===== config.mk =====
export PLATFORM = sky130hd
export DESIGN_NAME = i2c_master_transaction_sequencer_unit_flat
export DESIGN_NICKNAME = d
export VERILOG_FILES = /design/src/rtl/core/i2cms_pkg.sv /design/src/rtl/core/i2cms_if.sv /design/src/rtl/core/i2c_master_transaction_sequencer_unit.sv /design/src/rtl/core/i2cms_ctrl.sv /design/src/rtl/core/i2cms_bufs.sv /design/src/rtl/core/i2cms_outq.sv /design/src/flat_wrapper.sv
export SDC_FILE = /design/constraint.sdc
export NUM_CORES = 1
export LEC_CHECK = 0
export ABC_AREA = 1
export BUFFER_PORTS_ARGS = -buffer_cell sky130_fd_sc_hd__buf_4
export CORE_MARGIN = 5
export CORE_UTILIZATION = 30
export CTS_CLUSTER_DIAMETER = 100
export DETAILED_ROUTE_END_ITERATION = 8
export SYNTH_ARGS = -nofsm -noshare
export SYNTH_HDL_FRONTEND = slang
export SYNTH_SLANG_ARGS = --single-unit

===== constraint.sdc =====
create_clock -name clk -period 4 [get_ports clk]
set_input_delay 0.2 -clock clk [delete_from_list [all_inputs] [get_ports clk]]
set_output_delay 0.2 -clock clk [all_outputs]
set_load 0.01 [all_outputs]

===== src/rtl/core/i2cms_pkg.sv =====
// ----------------------------------------------------------------------------
// i2cms_pkg
// shared types and codes of the i2c master transaction sequencer
// ----------------------------------------------------------------------------
`default_nettype none

package i2cms_pkg;

  localparam int CMP_W = 9;

  typedef enum logic [1:0] {
    OP_BEGIN = 2'd0,
    OP_LOAD  = 2'd1,
    OP_EVENT = 2'd2,
    OP_READ  = 2'd3
  } opcode_t;

  typedef enum logic [2:0] {
    ACT_NONE    = 3'd0,
    ACT_START   = 3'd1,
    ACT_TX      = 3'd2,
    ACT_RX_ACK  = 3'd3,
    ACT_RX_NACK = 3'd4,
    ACT_STOP    = 3'd5,
    ACT_RESET   = 3'd6
  } action_t;

  typedef enum logic [1:0] {
    ERR_NONE   = 2'd0,
    ERR_LENGTH = 2'd1,
    ERR_FAULT  = 2'd2
  } err_t;

  localparam logic [7:0] ST_START     = 8'h08;
  localparam logic [7:0] ST_RESTART   = 8'h10;
  localparam logic [7:0] ST_ADDR_ACK  = 8'h18;
  localparam logic [7:0] ST_DATA_ACK  = 8'h28;
  localparam logic [7:0] ST_ARB_LOST  = 8'h38;
  localparam logic [7:0] ST_RADDR_ACK = 8'h40;
  localparam logic [7:0] ST_RX_ACK    = 8'h50;
  localparam logic [7:0] ST_RX_NACK   = 8'h58;

  typedef struct packed {
    logic [1:0] opcode;
    logic [7:0] length;
    logic [7:0] byte_value;
    logic [3:0] index;
    logic [7:0] bus_status;
  } req_t;

  typedef struct packed {
    logic       tx_we;
    logic [7:0] tx_waddr;
    logic [7:0] tx_wdata;
    logic       tx_re;
    logic [7:0] tx_raddr;
    logic       rx_we;
    logic [7:0] rx_waddr;
    logic [7:0] rx_wdata;
    logic       rx_re;
    logic [7:0] rx_raddr;
  } mem_req_t;

  typedef struct packed {
    action_t    action;
    logic       tx_sel;
    logic       rx_sel;
    logic       last_ok;
    logic       bus_busy;
    err_t       error_kind;
    logic [7:0] fault_status;
  } info_t;

  typedef struct packed {
    logic [2:0] action;
    logic [7:0] tx_byte;
    logic [7:0] rx_byte;
    logic       last_ok;
    logic       bus_busy;
    logic [1:0] error_kind;
    logic [7:0] fault_status;
  } result_t;

endpackage

`default_nettype wire


===== src/rtl/core/i2cms_if.sv =====
// ----------------------------------------------------------------------------
// i2cms request and response channels
// valid/ready channels carrying the request and result fields
// ----------------------------------------------------------------------------
`default_nettype none

interface i2cms_req_if;
  logic       valid;
  logic       ready;
  logic [1:0] opcode;
  logic [7:0] length;
  logic [7:0] byte_value;
  logic [3:0] index;
  logic [7:0] bus_status;

  modport source (output valid, opcode, length, byte_value, index, bus_status, input ready);
  modport sink (input valid, opcode, length, byte_value, index, bus_status, output ready);
endinterface

interface i2cms_rsp_if;
  logic       valid;
  logic       ready;
  logic [2:0] action;
  logic [7:0] tx_byte;
  logic [7:0] rx_byte;
  logic       last_ok;
  logic       bus_busy;
  logic [1:0] error_kind;
  logic [7:0] fault_status;

  modport source (output valid, action, tx_byte, rx_byte, last_ok, bus_busy, error_kind,
                  fault_status, input ready);
  modport sink (input valid, action, tx_byte, rx_byte, last_ok, bus_busy, error_kind,
                fault_status, output ready);
endinterface

`default_nettype wire


===== src/rtl/core/i2c_master_transaction_sequencer_unit.sv =====
// throughput: one request per cycle, sustained while results are taken
// the decision and buffer access share a single cycle; buffer read data is
// registered, then results wait in a two-entry queue
// reset: synchronous, clears position, length, flags, error and fault codes;
// buffer contents are not cleared
// ----------------------------------------------------------------------------
// i2c_master_transaction_sequencer_unit
// sequences i2c master transactions from bus status events
// ----------------------------------------------------------------------------
`default_nettype none

module i2c_master_transaction_sequencer_unit
  import i2cms_pkg::*;
#(
  parameter int BUF_DEPTH = 16
) (
  input  wire logic  clk,
  input  wire logic  rst,
  i2cms_req_if.sink  req,
  i2cms_rsp_if.source rsp
);

  req_t     r;
  mem_req_t mreq;
  info_t    info;
  info_t    s1_info;
  logic     s1_valid;
  logic     fire;
  logic     pop;
  logic [1:0] cnt;
  logic [7:0] tx_q, rx_q;
  result_t  res;
  result_t  dout;
  logic     out_valid;

  assign r.opcode     = req.opcode;
  assign r.length     = req.length;
  assign r.byte_value = req.byte_value;
  assign r.index      = req.index;
  assign r.bus_status = req.bus_status;

  assign pop       = out_valid & rsp.ready;
  assign req.ready = (3'(cnt) + 3'(s1_valid) < 3'd2) | pop;
  assign fire      = req.valid & req.ready;

  i2cms_ctrl #(.BUF_DEPTH(BUF_DEPTH)) u_ctrl (
    .clk  (clk),
    .rst  (rst),
    .fire (fire),
    .req  (r),
    .mreq (mreq),
    .info (info)
  );

  i2cms_bufs #(.BUF_DEPTH(BUF_DEPTH)) u_bufs (
    .clk  (clk),
    .mreq (mreq),
    .tx_q (tx_q),
    .rx_q (rx_q)
  );

  always_ff @(posedge clk) begin
    if (rst) begin
      s1_valid <= 1'b0;
    end else begin
      s1_valid <= fire;
    end
  end

  always_ff @(posedge clk) begin
    if (fire) begin
      s1_info <= info;
    end
  end

  always_comb begin
    res.action       = s1_info.action;
    res.tx_byte      = s1_info.tx_sel ? tx_q : 8'h00;
    res.rx_byte      = s1_info.rx_sel ? rx_q : 8'h00;
    res.last_ok      = s1_info.last_ok;
    res.bus_busy     = s1_info.bus_busy;
    res.error_kind   = s1_info.error_kind;
    res.fault_status = s1_info.fault_status;
  end

  i2cms_outq u_outq (
    .clk       (clk),
    .rst       (rst),
    .push      (s1_valid),
    .din       (res),
    .pop       (pop),
    .out_valid (out_valid),
    .dout      (dout),
    .cnt       (cnt)
  );

  assign rsp.valid        = out_valid;
  assign rsp.action       = dout.action;
  assign rsp.tx_byte      = dout.tx_byte;
  assign rsp.rx_byte      = dout.rx_byte;
  assign rsp.last_ok      = dout.last_ok;
  assign rsp.bus_busy     = dout.bus_busy;
  assign rsp.error_kind   = dout.error_kind;
  assign rsp.fault_status = dout.fault_status;

  a_queue_room: assert property (@(posedge clk) disable iff (rst)
    s1_valid |-> (cnt != 2'd2) || pop)
    else $error("result queue overflow");

  a_busy_no_error: assert property (@(posedge clk) disable iff (rst)
    s1_valid && s1_info.bus_busy |-> s1_info.error_kind == ERR_NONE)
    else $error("busy with an error recorded");

  a_ok_not_busy: assert property (@(posedge clk) disable iff (rst)
    s1_valid |-> !(s1_info.last_ok && s1_info.bus_busy))
    else $error("success flagged while busy");

  a_tx_in_progress: assert property (@(posedge clk) disable iff (rst)
    s1_valid && s1_info.action == ACT_TX |-> s1_info.bus_busy && !s1_info.last_ok)
    else $error("transmit outside a transaction");

endmodule

`default_nettype wire


===== src/rtl/core/i2cms_ctrl.sv =====
// ----------------------------------------------------------------------------
// i2cms_ctrl
// transaction state and per-request decision, drives buffer accesses
// ----------------------------------------------------------------------------
`default_nettype none

module i2cms_ctrl
  import i2cms_pkg::*;
#(
  parameter int BUF_DEPTH = 16
) (
  input  wire logic     clk,
  input  wire logic     rst,
  input  wire logic     fire,
  input  wire req_t     req,
  output mem_req_t      mreq,
  output info_t         info
);

  localparam int PW = $clog2(BUF_DEPTH + 1);
  localparam int LW = $clog2(BUF_DEPTH);

  logic [PW-1:0] pos, pos_next;
  logic [LW-1:0] msg_len, msg_len_next;
  logic          ok, ok_next;
  logic          busy, busy_next;
  err_t          err, err_next;
  logic [7:0]    fault, fault_next;

  logic [PW-1:0] pos_eff;
  logic [PW-1:0] pos_inc;
  logic [PW:0]   ack_cmp;
  logic          pos_in;
  logic          idx_in;
  action_t       act;
  logic          tx_sel, rx_sel;
  mem_req_t      m;

  always_comb begin
    pos_eff = (req.bus_status == ST_START || req.bus_status == ST_RESTART) ? '0 : pos;
    pos_in  = pos < PW'(BUF_DEPTH);
    pos_inc = pos_in ? pos + PW'(1) : pos;
    idx_in  = CMP_W'(req.index) < CMP_W'(BUF_DEPTH);
    ack_cmp = (PW+1)'(pos) + (PW+1)'(1);

    pos_next     = pos;
    msg_len_next = msg_len;
    ok_next      = ok;
    busy_next    = busy;
    err_next     = err;
    fault_next   = fault;
    act          = ACT_NONE;
    tx_sel       = 1'b0;
    rx_sel       = 1'b0;
    m            = '0;

    unique case (opcode_t'(req.opcode))
      OP_BEGIN: begin
        if (!busy) begin
          if (CMP_W'(req.length) < CMP_W'(BUF_DEPTH)) begin
            msg_len_next = LW'(req.length);
            m.tx_we      = 1'b1;
            m.tx_waddr   = '0;
            m.tx_wdata   = req.byte_value;
            err_next     = ERR_NONE;
            busy_next    = 1'b1;
            act          = ACT_START;
          end else begin
            err_next = ERR_LENGTH;
          end
          ok_next = 1'b0;
        end
      end
      OP_LOAD: begin
        if (idx_in) begin
          m.tx_we    = 1'b1;
          m.tx_waddr = 8'(req.index);
          m.tx_wdata = req.byte_value;
        end
      end
      OP_EVENT: begin
        if (busy) begin
          unique case (req.bus_status) inside
            ST_START, ST_RESTART, ST_ADDR_ACK, ST_DATA_ACK: begin
              if (pos_eff < PW'(msg_len) && pos_eff < PW'(BUF_DEPTH)) begin
                m.tx_re  = 1'b1;
                m.tx_raddr = 8'(pos_eff);
                tx_sel   = 1'b1;
                pos_next = pos_eff + PW'(1);
                act      = ACT_TX;
              end else begin
                pos_next  = pos_eff;
                ok_next   = 1'b1;
                busy_next = 1'b0;
                act       = ACT_STOP;
              end
            end
            ST_RADDR_ACK: begin
              act = (ack_cmp < (PW+1)'(msg_len)) ? ACT_RX_ACK : ACT_RX_NACK;
            end
            ST_RX_ACK: begin
              if (pos_in) begin
                m.rx_we    = 1'b1;
                m.rx_waddr = 8'(pos);
                m.rx_wdata = req.byte_value;
              end
              pos_next = pos_inc;
              act = ((PW+1)'(pos_inc) + (PW+1)'(1) < (PW+1)'(msg_len)) ? ACT_RX_ACK
                                                                        : ACT_RX_NACK;
            end
            ST_RX_NACK: begin
              if (pos_in) begin
                m.rx_we    = 1'b1;
                m.rx_waddr = 8'(pos);
                m.rx_wdata = req.byte_value;
              end
              ok_next   = 1'b1;
              busy_next = 1'b0;
              act       = ACT_STOP;
            end
            ST_ARB_LOST: begin
              act = ACT_START;
            end
            default: begin
              fault_next = req.bus_status;
              err_next   = ERR_FAULT;
              busy_next  = 1'b0;
              act        = ACT_RESET;
            end
          endcase
        end
      end
      OP_READ: begin
        if (ok && idx_in) begin
          m.rx_re    = 1'b1;
          m.rx_raddr = 8'(req.index);
          rx_sel     = 1'b1;
        end
      end
      default: begin
        act = ACT_NONE;
      end
    endcase
  end

  always_comb begin
    mreq       = m;
    mreq.tx_we = m.tx_we & fire;
    mreq.tx_re = m.tx_re & fire;
    mreq.rx_we = m.rx_we & fire;
    mreq.rx_re = m.rx_re & fire;

    info.action       = act;
    info.tx_sel       = tx_sel;
    info.rx_sel       = rx_sel;
    info.last_ok      = ok_next;
    info.bus_busy     = busy_next;
    info.error_kind   = err_next;
    info.fault_status = fault_next;
  end

  always_ff @(posedge clk) begin
    if (rst) begin
      pos     <= '0;
      msg_len <= '0;
      ok      <= 1'b0;
      busy    <= 1'b0;
      err     <= ERR_NONE;
      fault   <= '0;
    end else if (fire) begin
      pos     <= pos_next;
      msg_len <= msg_len_next;
      ok      <= ok_next;
      busy    <= busy_next;
      err     <= err_next;
      fault   <= fault_next;
    end
  end

endmodule

`default_nettype wire


===== src/rtl/core/i2cms_bufs.sv =====
// ----------------------------------------------------------------------------
// i2cms_bufs
// transmit and receive byte buffers, one write and one registered read each
// ----------------------------------------------------------------------------
`default_nettype none

module i2cms_bufs
  import i2cms_pkg::*;
#(
  parameter int BUF_DEPTH = 16
) (
  input  wire logic       clk,
  input  wire mem_req_t   mreq,
  output logic [7:0]      tx_q,
  output logic [7:0]      rx_q
);

  localparam int AW = $clog2(BUF_DEPTH);

  logic [7:0] tx_mem [BUF_DEPTH];
  logic [7:0] rx_mem [BUF_DEPTH];

  always_ff @(posedge clk) begin
    if (mreq.tx_we) begin
      tx_mem[mreq.tx_waddr[AW-1:0]] <= mreq.tx_wdata;
    end
    if (mreq.tx_re) begin
      tx_q <= tx_mem[mreq.tx_raddr[AW-1:0]];
    end
  end

  always_ff @(posedge clk) begin
    if (mreq.rx_we) begin
      rx_mem[mreq.rx_waddr[AW-1:0]] <= mreq.rx_wdata;
    end
    if (mreq.rx_re) begin
      rx_q <= rx_mem[mreq.rx_raddr[AW-1:0]];
    end
  end

endmodule

`default_nettype wire


===== src/rtl/core/i2cms_outq.sv =====
// ----------------------------------------------------------------------------
// i2cms_outq
// two-entry result queue between the pipeline and the response channel
// ----------------------------------------------------------------------------
`default_nettype none

module i2cms_outq
  import i2cms_pkg::*;
(
  input  wire logic     clk,
  input  wire logic     rst,
  input  wire logic     push,
  input  wire result_t  din,
  input  wire logic     pop,
  output logic          out_valid,
  output result_t       dout,
  output logic [1:0]    cnt
);

  result_t q [2];
  logic    wr_ptr;
  logic    rd_ptr;

  assign out_valid = cnt != 2'd0;
  assign dout      = q[rd_ptr];

  always_ff @(posedge clk) begin
    if (push) begin
      q[wr_ptr] <= din;
    end
  end

  always_ff @(posedge clk) begin
    if (rst) begin
      wr_ptr <= 1'b0;
      rd_ptr <= 1'b0;
      cnt    <= 2'd0;
    end else begin
      if (push) begin
        wr_ptr <= ~wr_ptr;
      end
      if (pop) begin
        rd_ptr <= ~rd_ptr;
      end
      cnt <= cnt + 2'(push) - 2'(pop);
    end
  end

endmodule

`default_nettype wire

===== src/flat_wrapper.sv =====
// flat-port wrapper written by rule: the top's interface ports become plain ports
module i2c_master_transaction_sequencer_unit_flat import i2cms_pkg::*;
#(
  parameter int BUF_DEPTH = 16
)
  (clk, rst, req_valid, req_opcode, req_length, req_byte_value, req_index, req_bus_status, req_ready, rsp_valid, rsp_action, rsp_tx_byte, rsp_rx_byte, rsp_last_ok, rsp_bus_busy, rsp_error_kind, rsp_fault_status, rsp_ready);
  i2cms_req_if req_i ();
  i2cms_rsp_if rsp_i ();
  input  wire logic clk;
  input  wire logic rst;
  input wire logic [$bits(req_i.valid)-1:0] req_valid;
  input wire logic [$bits(req_i.opcode)-1:0] req_opcode;
  input wire logic [$bits(req_i.length)-1:0] req_length;
  input wire logic [$bits(req_i.byte_value)-1:0] req_byte_value;
  input wire logic [$bits(req_i.index)-1:0] req_index;
  input wire logic [$bits(req_i.bus_status)-1:0] req_bus_status;
  output wire logic [$bits(req_i.ready)-1:0] req_ready;
  output wire logic [$bits(rsp_i.valid)-1:0] rsp_valid;
  output wire logic [$bits(rsp_i.action)-1:0] rsp_action;
  output wire logic [$bits(rsp_i.tx_byte)-1:0] rsp_tx_byte;
  output wire logic [$bits(rsp_i.rx_byte)-1:0] rsp_rx_byte;
  output wire logic [$bits(rsp_i.last_ok)-1:0] rsp_last_ok;
  output wire logic [$bits(rsp_i.bus_busy)-1:0] rsp_bus_busy;
  output wire logic [$bits(rsp_i.error_kind)-1:0] rsp_error_kind;
  output wire logic [$bits(rsp_i.fault_status)-1:0] rsp_fault_status;
  input wire logic [$bits(rsp_i.ready)-1:0] rsp_ready;
  assign req_i.valid = req_valid;
  assign req_i.opcode = req_opcode;
  assign req_i.length = req_length;
  assign req_i.byte_value = req_byte_value;
  assign req_i.index = req_index;
  assign req_i.bus_status = req_bus_status;
  assign req_ready = req_i.ready;
  assign rsp_valid = rsp_i.valid;
  assign rsp_action = rsp_i.action;
  assign rsp_tx_byte = rsp_i.tx_byte;
  assign rsp_rx_byte = rsp_i.rx_byte;
  assign rsp_last_ok = rsp_i.last_ok;
  assign rsp_bus_busy = rsp_i.bus_busy;
  assign rsp_error_kind = rsp_i.error_kind;
  assign rsp_fault_status = rsp_i.fault_status;
  assign rsp_i.ready = rsp_ready;
  i2c_master_transaction_sequencer_unit #(.BUF_DEPTH(BUF_DEPTH)) u_core (.clk(clk), .rst(rst), .req(req_i), .rsp(rsp_i));
endmodule

==> impl_summary.md, run 1 <==
Routing
The remaining number of nets flagged by the antenna check after routing is 0. The routed via count is 10,750. The pre-antenna-repair detailed-routing pass consisted of 5 iterations. The post-detailed-route via-to-cell ratio is about 4.8. The number of violations reported at the end of detailed-routing iteration 0 is 920. After detailed routing, the total wire length is approximately 40,000 um. The detailed-route wire length per cell is around 17 um. The remaining design rule violation count is 0.

Layout
The library cells used most frequently in the layout, excluding fill and tap cells, are sky130_fd_sc_hd__edfxtp_1 (351), sky130_fd_sc_hd__nand2_1 (268), sky130_fd_sc_hd__inv_1 (173). The layout overhead on the synthesized area is 16.94%. Leaving out fill and tap cells, the most frequent cell in the layout is sky130_fd_sc_hd__edfxtp_1. Cells fill 35.38% of the core in the end. The filler cell count in the final layout is 5,271. 0 antenna diodes ended up in the layout.

The net count reported at finish is 1,566. In the final layout, the share of cells above drive strength 1 is 14.36%.

Critical path
Along the worst path, the maximum fanout reaches 96. Traced cell by cell, the critical path runs through inv_1 > nor2_1 > ha_1 > nand2_1 > inv_1 > o21ai_0 > nand3_1 > inv_2 > nand2_1 > inv_1 > ha_1 > nand3_2 > buf_12 > o21ai_1 > nand2_1 > nand3_1 > nand3_1 > nand2_1 > inv_1. The critical path crosses 19 cells after its start point.

The path depth of the worst reg2reg path is 19. The cell family contributing the most delay on the critical path is simple AND/OR/NAND/NOR gates. The critical setup path kind is flip-flop to flip-flop.

The kind of end point of the critical path is a flip-flop. Data arrives at the worst endpoint at 3.75 ns. The critical path data required time is 4.29 ns. Together, buffers and inverters on the worst path number 6. The largest individual stage delay along the critical path comes from the cell sky130_fd_sc_hd__dfxtp_1. The largest single stage delay on the critical path is around 0.49 ns.

STA classifies the critical path startpoint as a flip-flop.

STA
The setup TNS is 0 ns. In this run the tightest slew margin relative to its limit is 37.23%. For the pin with the worst max-slew slack, the measured transition is 0.9380 ns. Setup repair after global routing left no endpoint under its margin.

The highest achievable clock rate is 0.2894 GHz. Setup violations remaining at the end of the flow were counted as 0. The smallest clock period supported by the final layout is computed as 3.456 ns. The number of pins with negative max-slew slack in the final report came to 0.

Across the routed clock network, the largest skew measured is 0.01495 ns. Dividing the final minimum period by the clock period gives 86.40%. The final number of hold-violating endpoints is 0.

Synth
The synthesized design contains between 300 and 400 register bits. Sequential elements use 68.06% of the synthesized area. The synthesized cell area is 16,280 um2. The Yosys step of the flow raised 0 warnings.

The number of distinct standard cells referenced by the synthesized netlist is 39. The cell count after synthesis is roughly 1,400. Each instance of the synthesized netlist takes up on average 11.43 um2. The net count of the mapped netlist is 1,475. After synthesis, the share of flip-flops with an asynchronous set or reset is 0%. The synthesized design contains around 350 enable-type register cells. The flip-flop cell with the highest count after synthesis is sky130_fd_sc_hd__edfxtp_1.

Floorplan
The die is 243.0 um tall. 67 I/O pins were placed. The initial standard-cell utilization of the core is 30.25%. The number of placement rows is between 80 and 90. The die is 243.0 um wide. The die area is ~59,000 um2. The core footprint is 53,810 um2.

Clock tree
After clock tree synthesis, the clock-pin slew on the worst setup and hold paths is around 0.06 ns. In this run, CTS created clock tree buffers numbering 40. TritonCTS built the clock tree. After clock tree synthesis, the repair step resized 0 gates. The deepest clock path buffer count is 3.

The number of levels the H-tree was split into is 2. The later pin in the worst-skew pair is clocked with a latency of between 0.5 and 0.6 ns. The clock net sink count is 378.

The master cell of the clock root buffer is sky130_fd_sc_hd__clkbuf_16.

Global routing
The total global routing track utilization is 12.77%. The largest net degree at the start of global routing is 97. The number of antenna violations at the first check in global routing is 2. The first global-routing pass estimated 60,790 um of wire.

The via count of the first global-routing pass came to 10,520. For this run the aggregate overflow at the end of global routing stands at 0.

Power and ir drop
In this run the power density over the cells is 482.4 nW/um2. For this design the static power due to leakage is 0.007171 uW. VDD sags by at most 0.2219 mV.

Place
The final weighted congestion of routability-driven global placement is 0.8983. The detailed placement HPWL is roughly 25,000 um. Port buffering added 66 buffers.

Run
Across the run, the number of max-cap violations was 0.

Outcome
The run finished with clean final reports.

Hold path
The count of cells along the worst hold path is 4. The tightest min-delay check is of the input port to flip-flop type.
## timing repair
| action | in CTS | in global routing |
|---|---|---|
| hold buffers | 5 | 0 |
| buffers inserted | 0 | 0 |
| hold endpoints to repair | 7 | 0 |
## synth_stat cells (2+ instances only)
library cell	instances	share of area, %
sky130_fd_sc_hd__xor2_1	5	0.27
sky130_fd_sc_hd__o211ai_1	12	0.55
sky130_fd_sc_hd__o221ai_1	23	1.2
sky130_fd_sc_hd__nor2_8	2	0.25
sky130_fd_sc_hd__o21ai_1	17	0.52
sky130_fd_sc_hd__edfxtp_1	351	65
sky130_fd_sc_hd__nand2_1	268	6.2
sky130_fd_sc_hd__clkbuf_1	31	0.71
sky130_fd_sc_hd__mux2_2	31	2.1
sky130_fd_sc_hd__nor2_2	5	0.19
sky130_fd_sc_hd__nor3_1	35	1.1
sky130_fd_sc_hd__dfxtp_1	27	3.3
sky130_fd_sc_hd__buf_6	2	0.14
sky130_fd_sc_hd__nand4_1	11	0.42
sky130_fd_sc_hd__a21oi_1	23	0.71
sky130_fd_sc_hd__o21ai_0	98	3.0
sky130_fd_sc_hd__nand2_2	2	0.077
sky130_fd_sc_hd__inv_2	14	0.32
sky130_fd_sc_hd__nand3_1	104	3.2
sky130_fd_sc_hd__ha_1	17	1.3
sky130_fd_sc_hd__buf_4	4	0.18
sky130_fd_sc_hd__buf_1	5	0.12
sky130_fd_sc_hd__inv_1	173	4.0
sky130_fd_sc_hd__o22ai_1	10	0.38
sky130_fd_sc_hd__nor2_1	102	2.4
sky130_fd_sc_hd__buf_2	17	0.52
sky130_fd_sc_hd__mux2i_1	23	1.4
## routing by layer
metal | wire, um | GRT usage [%]
met4 | 937 | 3.605
met5 | 22 | 0
met1 | 17310 | 17.56
met3 | 2467 | 2.365
met2 | 18230 | 20.81
## path summary, 6_finish.rpt
path,from,to,slack [ns]
worst min-delay path,rsp_ready,u_core.u_outq.rd_ptr,0.05
worst max register to register,u_core.u_ctrl.pos[2],u_core.u_bufs.tx_q[0],0.54
worst max-delay path,u_core.u_ctrl.pos[2],u_core.u_bufs.tx_q[0],0.54
worst min register to register,u_core.res[30],u_core.u_outq.q[0][30],0.45
## where the power goes
part | total, uW | leakage (uW) | internal [uW] | switching (uW)
logic | 890 | 0.00332 | 362 | 528
clock network | 3700 | 0.000632 | 2190 | 1510
registers | 4600 | 0.00321 | 4530 | 69.6
total | 9180 | 0.00717 | 7080 | 2110
## state kept, by name, summed over array words and instances, names as in the netlist, named ones only
signal	flops
u_core.u_bufs.rx_mem	128
u_core.u_bufs.tx_mem	128
u_core.u_outq.q	62
u_core.res	15
u_core.u_bufs.rx_q	8
u_core.u_bufs.tx_q	8
u_core.u_ctrl.fault	8
u_core.u_ctrl.pos	5
u_core.u_ctrl.msg_len	4
u_core.s1_info	2
u_core.u_ctrl.err	2
u_core.u_outq.cnt	2
u_core.s1_valid	1
u_core.u_ctrl.busy	1
u_core.u_ctrl.ok	1
u_core.u_outq.rd_ptr	1
u_core.u_outq.wr_ptr	1
## kinds of logic after synthesis
| kind of cell | count (synthesis) | synth area share [%] |
|---|---|---|
| simple gates | 533 | 14.02 |
| fa+ha+maj | 17 | 1.306 |
| mux | 54 | 3.558 |
| compound gates | 189 | 6.725 |
| xor+xnor | 6 | 0.3228 |
| flops | 378 | 68.06 |
| buf+inv | 247 | 6.010 |
## final cells by class
| cell class | instances | area, um2 | area share (%) |
|---|---|---|---|
| clock buffer | 53 | 1091 | 5.731 |
| clock inverter | 20 | 217.7 | 1.144 |
| inverter | 188 | 705.7 | 3.707 |
| multi-input combinational | 799 | 4237 | 22.25 |
| sequential | 378 | 11080 | 58.20 |
| tap | 696 | 870.8 | 4.574 |
| timing repair buffer | 108 | 835.8 | 4.390 |
## through the flow
stage,power (uW),worst slack (ns),area [um2],std cells,hold slack (ns)
after floorplan,5181,0.8683,16280,1424,0.3562
after global routing,9547,0.2876,19040,2242,0.06053
final,9183,0.5442,19040,2242,0.05392
after CTS,9289,0.5913,19040,2242,0.02892
after detailed placement,5582,0.3334,17680,2164,0.4330
after global placement,5553,0.4939,17680,2164,0.4232
## worst reg2reg max path, stage by stage, from the launching register on
cell and delay, ns:
sky130_fd_sc_hd__dfxtp_1 0.49, sky130_fd_sc_hd__inv_1 0.18, sky130_fd_sc_hd__nor2_1 0.20, sky130_fd_sc_hd__ha_1 0.27, sky130_fd_sc_hd__nand2_1 0.07, sky130_fd_sc_hd__inv_1 0.04
sky130_fd_sc_hd__o21ai_0 0.17, sky130_fd_sc_hd__nand3_1 0.12, sky130_fd_sc_hd__inv_2 0.10, sky130_fd_sc_hd__nand2_1 0.13, sky130_fd_sc_hd__inv_1 0.14, sky130_fd_sc_hd__ha_1 0.20
sky130_fd_sc_hd__nand3_2 0.10, sky130_fd_sc_hd__buf_12 0.26, sky130_fd_sc_hd__o21ai_1 0.29, sky130_fd_sc_hd__nand2_1 0.11, sky130_fd_sc_hd__nand3_1 0.11, sky130_fd_sc_hd__nand3_1 0.08
sky130_fd_sc_hd__nand2_1 0.10, sky130_fd_sc_hd__inv_1 0.05
No activity file was read; power rests on OpenSTA's default activity.
==> run 2, diff against run 1 <==
Settings changed: SYNTH_HIERARCHICAL set to 1.
==> run 2 against run 1 <==
Against the previous run: routed wire length up 1.6%; largest cell class unchanged; core utilization down 0.28 points; final cell count up 15%; global-route usage down 0.45 points; setup slack worse by 0.17 ns; critical endpoint is now u_core/u_bufs/tx_q[0]; count of clock-buffer cells in the layout unchanged; largest power group unchanged; die area up 5.5%; hold slack worse by 0.028 ns.
==> impl_summary.md, run 2 <==
Outcome
The flow ran to the end, and the final reports show no timing, DRC or antenna violations.

Global routing
The largest net degree at the start of global routing is 65. In the global route stage, met2 resource usage came out at between 20% and 30%. In the global route stage, met3 resource usage came out at under 10%. The routing layer with the top usage in global route is met2. In the global route stage, met1 resource usage came out at 16.29%. The number of antenna violations at the first check in global routing is 0. Summed over all layers, the global routing overflow is 0. The total global routing track utilization is between 10 and 15%. The via count of the first global-routing pass is 11,470.

The first-pass GRT wire length is 62,460 um.

Layout
0 antenna diodes ended up in the layout. The area taken by flip-flops and latches is approximately 11,000 um2. In the layout the commonest cells are sky130_fd_sc_hd__nand2_1 (466), sky130_fd_sc_hd__edfxtp_1 (351), sky130_fd_sc_hd__inv_1 (290). The most common cell after layout, fill and taps aside is sky130_fd_sc_hd__nand2_1. The net count reported at finish is 1,843. The area growth from synthesis to layout is 15.42%. The filler cell count in the final layout is 5,650. The post-layout utilization of the core is between 30% and 40%.

The area of combinational cells with multiple inputs is 4571 um2. The fraction of layout cells with a size suffix above 1 is 14.00%.

STA
The number of pins with negative max-slew slack in the final report is 0. The final number of hold-violating endpoints was 0. For the pin with the worst max-slew slack, the measured transition is approximately 1.2 ns. In the post-route analysis, the smallest setup slack over all paths is 0.3772 ns. Setup repair after global routing left no endpoint under its margin. The relative slew slack is 21.64%. Setup violations remaining at the end of the flow were counted as 0. The setup TNS is 0 ns. The time the final worst path needs with I/O delays and setup is around 3.6 ns. Across the routed clock network, the largest skew measured is 0.02666 ns. In the finished design, the share of the clock period the worst path needs comes to 90.57%. The highest achievable clock rate is between 0.2 and 0.3 GHz.

Power and ir drop
In this run the power density over the cells is 447.3 nW/um2. For this design the static power due to leakage is about 0.0084 uW. The largest voltage drop on the vdd net is approximately 0.25 mV.

Critical path
The critical setup path kind is input port to flip-flop. The worst path arrival time is 3.91 ns. The kind of launch point of the worst setup path is an input port. In this run the register-to-register setup slack is 0.47 ns. The critical path data required time is 4.28 ns.

The kind of end point of the critical path is a flip-flop. Of all nets on the critical path, the largest fanout is 58. Measured in cells, the most critical reg-to-reg path has a length of 17.

Floorplan
The die area is approximately 62,000 um2. In this run the horizontal extent of the chip is 249.5 um. The number of placement rows is 87.

The core footprint is 56,600 um2. For this design the top-level I/O count stands at between 60 and 70. Once the floorplan was initialized, standard cells occupied 30.41% of the core.

The die is ~250 um tall.

Routing
The detailed router placed 11,610 vias in this run. The first routing iteration left 925 violations. The first TritonRoute pass finished after 5 iterations. The remaining design rule violation count is 0.

After detailed routing, the number of vias per cell comes to 4.505. Once detail routing completed, the nets flagged for antenna violations numbered 0. After detailed routing, the total wire length is 39,580 um. The detailed-route wire length per cell is 15.36 um.

Clock tree
In this run the post-CTS setup repair buffer count came out at 0. No sink is reached through more buffers than the 3 on the longest clock path. The number of levels the H-tree was split into is 2. Counting the buffers created by CTS gives 39. The CTS tree is done. After clock tree synthesis, the clock-pin slew on the worst setup and hold paths is ~0.060 ns. The clock net sink count is 378.

Clock tree synthesis selected as its root buffer the cell sky130_fd_sc_hd__clkbuf_16. The clock reaches the later pin of the worst-skew pair after around 0.55 ns.

Run
The tool flagged a number of max-cap violations equal to 0.

Place
The detailed placement HPWL is between 20,000 and 30,000 um. Routability-driven placement finished with a final weighted congestion of between 0.8 and 0.9. The minimum setup slack after placement is 0.3738 ns.

Port buffering added 66 buffers.

Hold path
The count of cells along the worst hold path is 2. In this run the worst hold path is classified as input port to flip-flop.

Synth
The cell count after synthesis is ~1,700. For this run, the number of Yosys warnings is 6. The number of nets handed over by synthesis was 1,746. The mean area per synthesized cell is 10.15 um2.

Summing every instance area after synthesis gives 17,210 um2.
-- run 2: final cells by class --
type / count / area share, %
multi-input cells: 948 / 23.01
repair buffers: 119 / 4.680
clock buffers: 53 / 5.335
clock inverters: 17 / 0.6172
well taps: 756 / 4.762
flip-flops and latches: 378 / 55.78
inverters: 306 / 5.820
-- run 2: metal layers --
| layer | vias up | share of wire (%) | routed length (um) |
|---|---|---|---|
| met1 | 5554 | 44 | 17580 |
| met5 | - | 0 | 0 |
| met3 | 70 | 5.6 | 2198 |
| met4 | 0 | 2.4 | 937 |
| li1 | 5670 | - | - |
| met2 | 315 | 48 | 18860 |
-- run 2: worst paths after layout --
| kind | startpoint | end |
|---|---|---|
| min | rst | u_core/u_ctrl/pos[0] |
| max | req_bus_status[6] | u_core/u_bufs/tx_q[0] |
| min reg2reg | u_core/res[28] | u_core/u_outq/q[1][28] |
| max reg2reg | u_core/u_ctrl/pos[2] | u_core/u_bufs/tx_q[3] |
-- run 2: power by group --
group	leakage, uW	total, uW	internal (uW)	switching (uW)
clock network	0.000575	3390	1930	1460
logic	0.00439	925	396	529
registers	0.00344	4570	4510	68.0
total	0.00841	8890	6830	2060
-- run 2: timing repair --
item                                    in CTS  in global routing
hold endpoints to repair                    21                  0
hold buffers                                13                  0
resized for setup                            0                  1
endpoints found under the setup margin       0                  3
-- run 2: worst max-delay path, cell delays in order --
cell,delay (ns)
sky130_fd_sc_hd__dlygate4sd3_1,0.55
sky130_fd_sc_hd__buf_4,0.15
sky130_fd_sc_hd__inv_1,0.08
sky130_fd_sc_hd__nand2_2,0.10
sky130_fd_sc_hd__nor2_2,0.15
sky130_fd_sc_hd__nand2_4,0.09
sky130_fd_sc_hd__nand2_4,0.11
sky130_fd_sc_hd__nor2_2,0.06
sky130_fd_sc_hd__ha_1,0.31
sky130_fd_sc_hd__a21o_1,0.14
sky130_fd_sc_hd__a21oi_1,0.09
sky130_fd_sc_hd__nand2_1,0.11
sky130_fd_sc_hd__a21oi_1,0.06
sky130_fd_sc_hd__ha_1,0.20
sky130_fd_sc_hd__nand2_1,0.11
sky130_fd_sc_hd__nor2_4,0.06
sky130_fd_sc_hd__inv_2,0.67
sky130_fd_sc_hd__buf_4,0.28
sky130_fd_sc_hd__nand2_1,0.06
sky130_fd_sc_hd__nand3_1,0.06
sky130_fd_sc_hd__nand3_1,0.08
sky130_fd_sc_hd__nand3_1,0.10
sky130_fd_sc_hd__nand2_1,0.07
-- run 2: metrics by stage --
stage | instances | hold WS, ns | total power [uW] | cell area, um2
2_1_floorplan | 1695 | 0.2712 | 5229 | 17210
3_3_place_gp | 2494 | 0.4227 | 5565 | 18550
3_5_place_dp | 2494 | 0.4321 | 5593 | 18550
4_1_cts | 2577 | 0.002231 | 9004 | 19860
5_1_grt | 2577 | 0.01771 | 9238 | 19870
6_report | 2577 | 0.02546 | 8886 | 19870
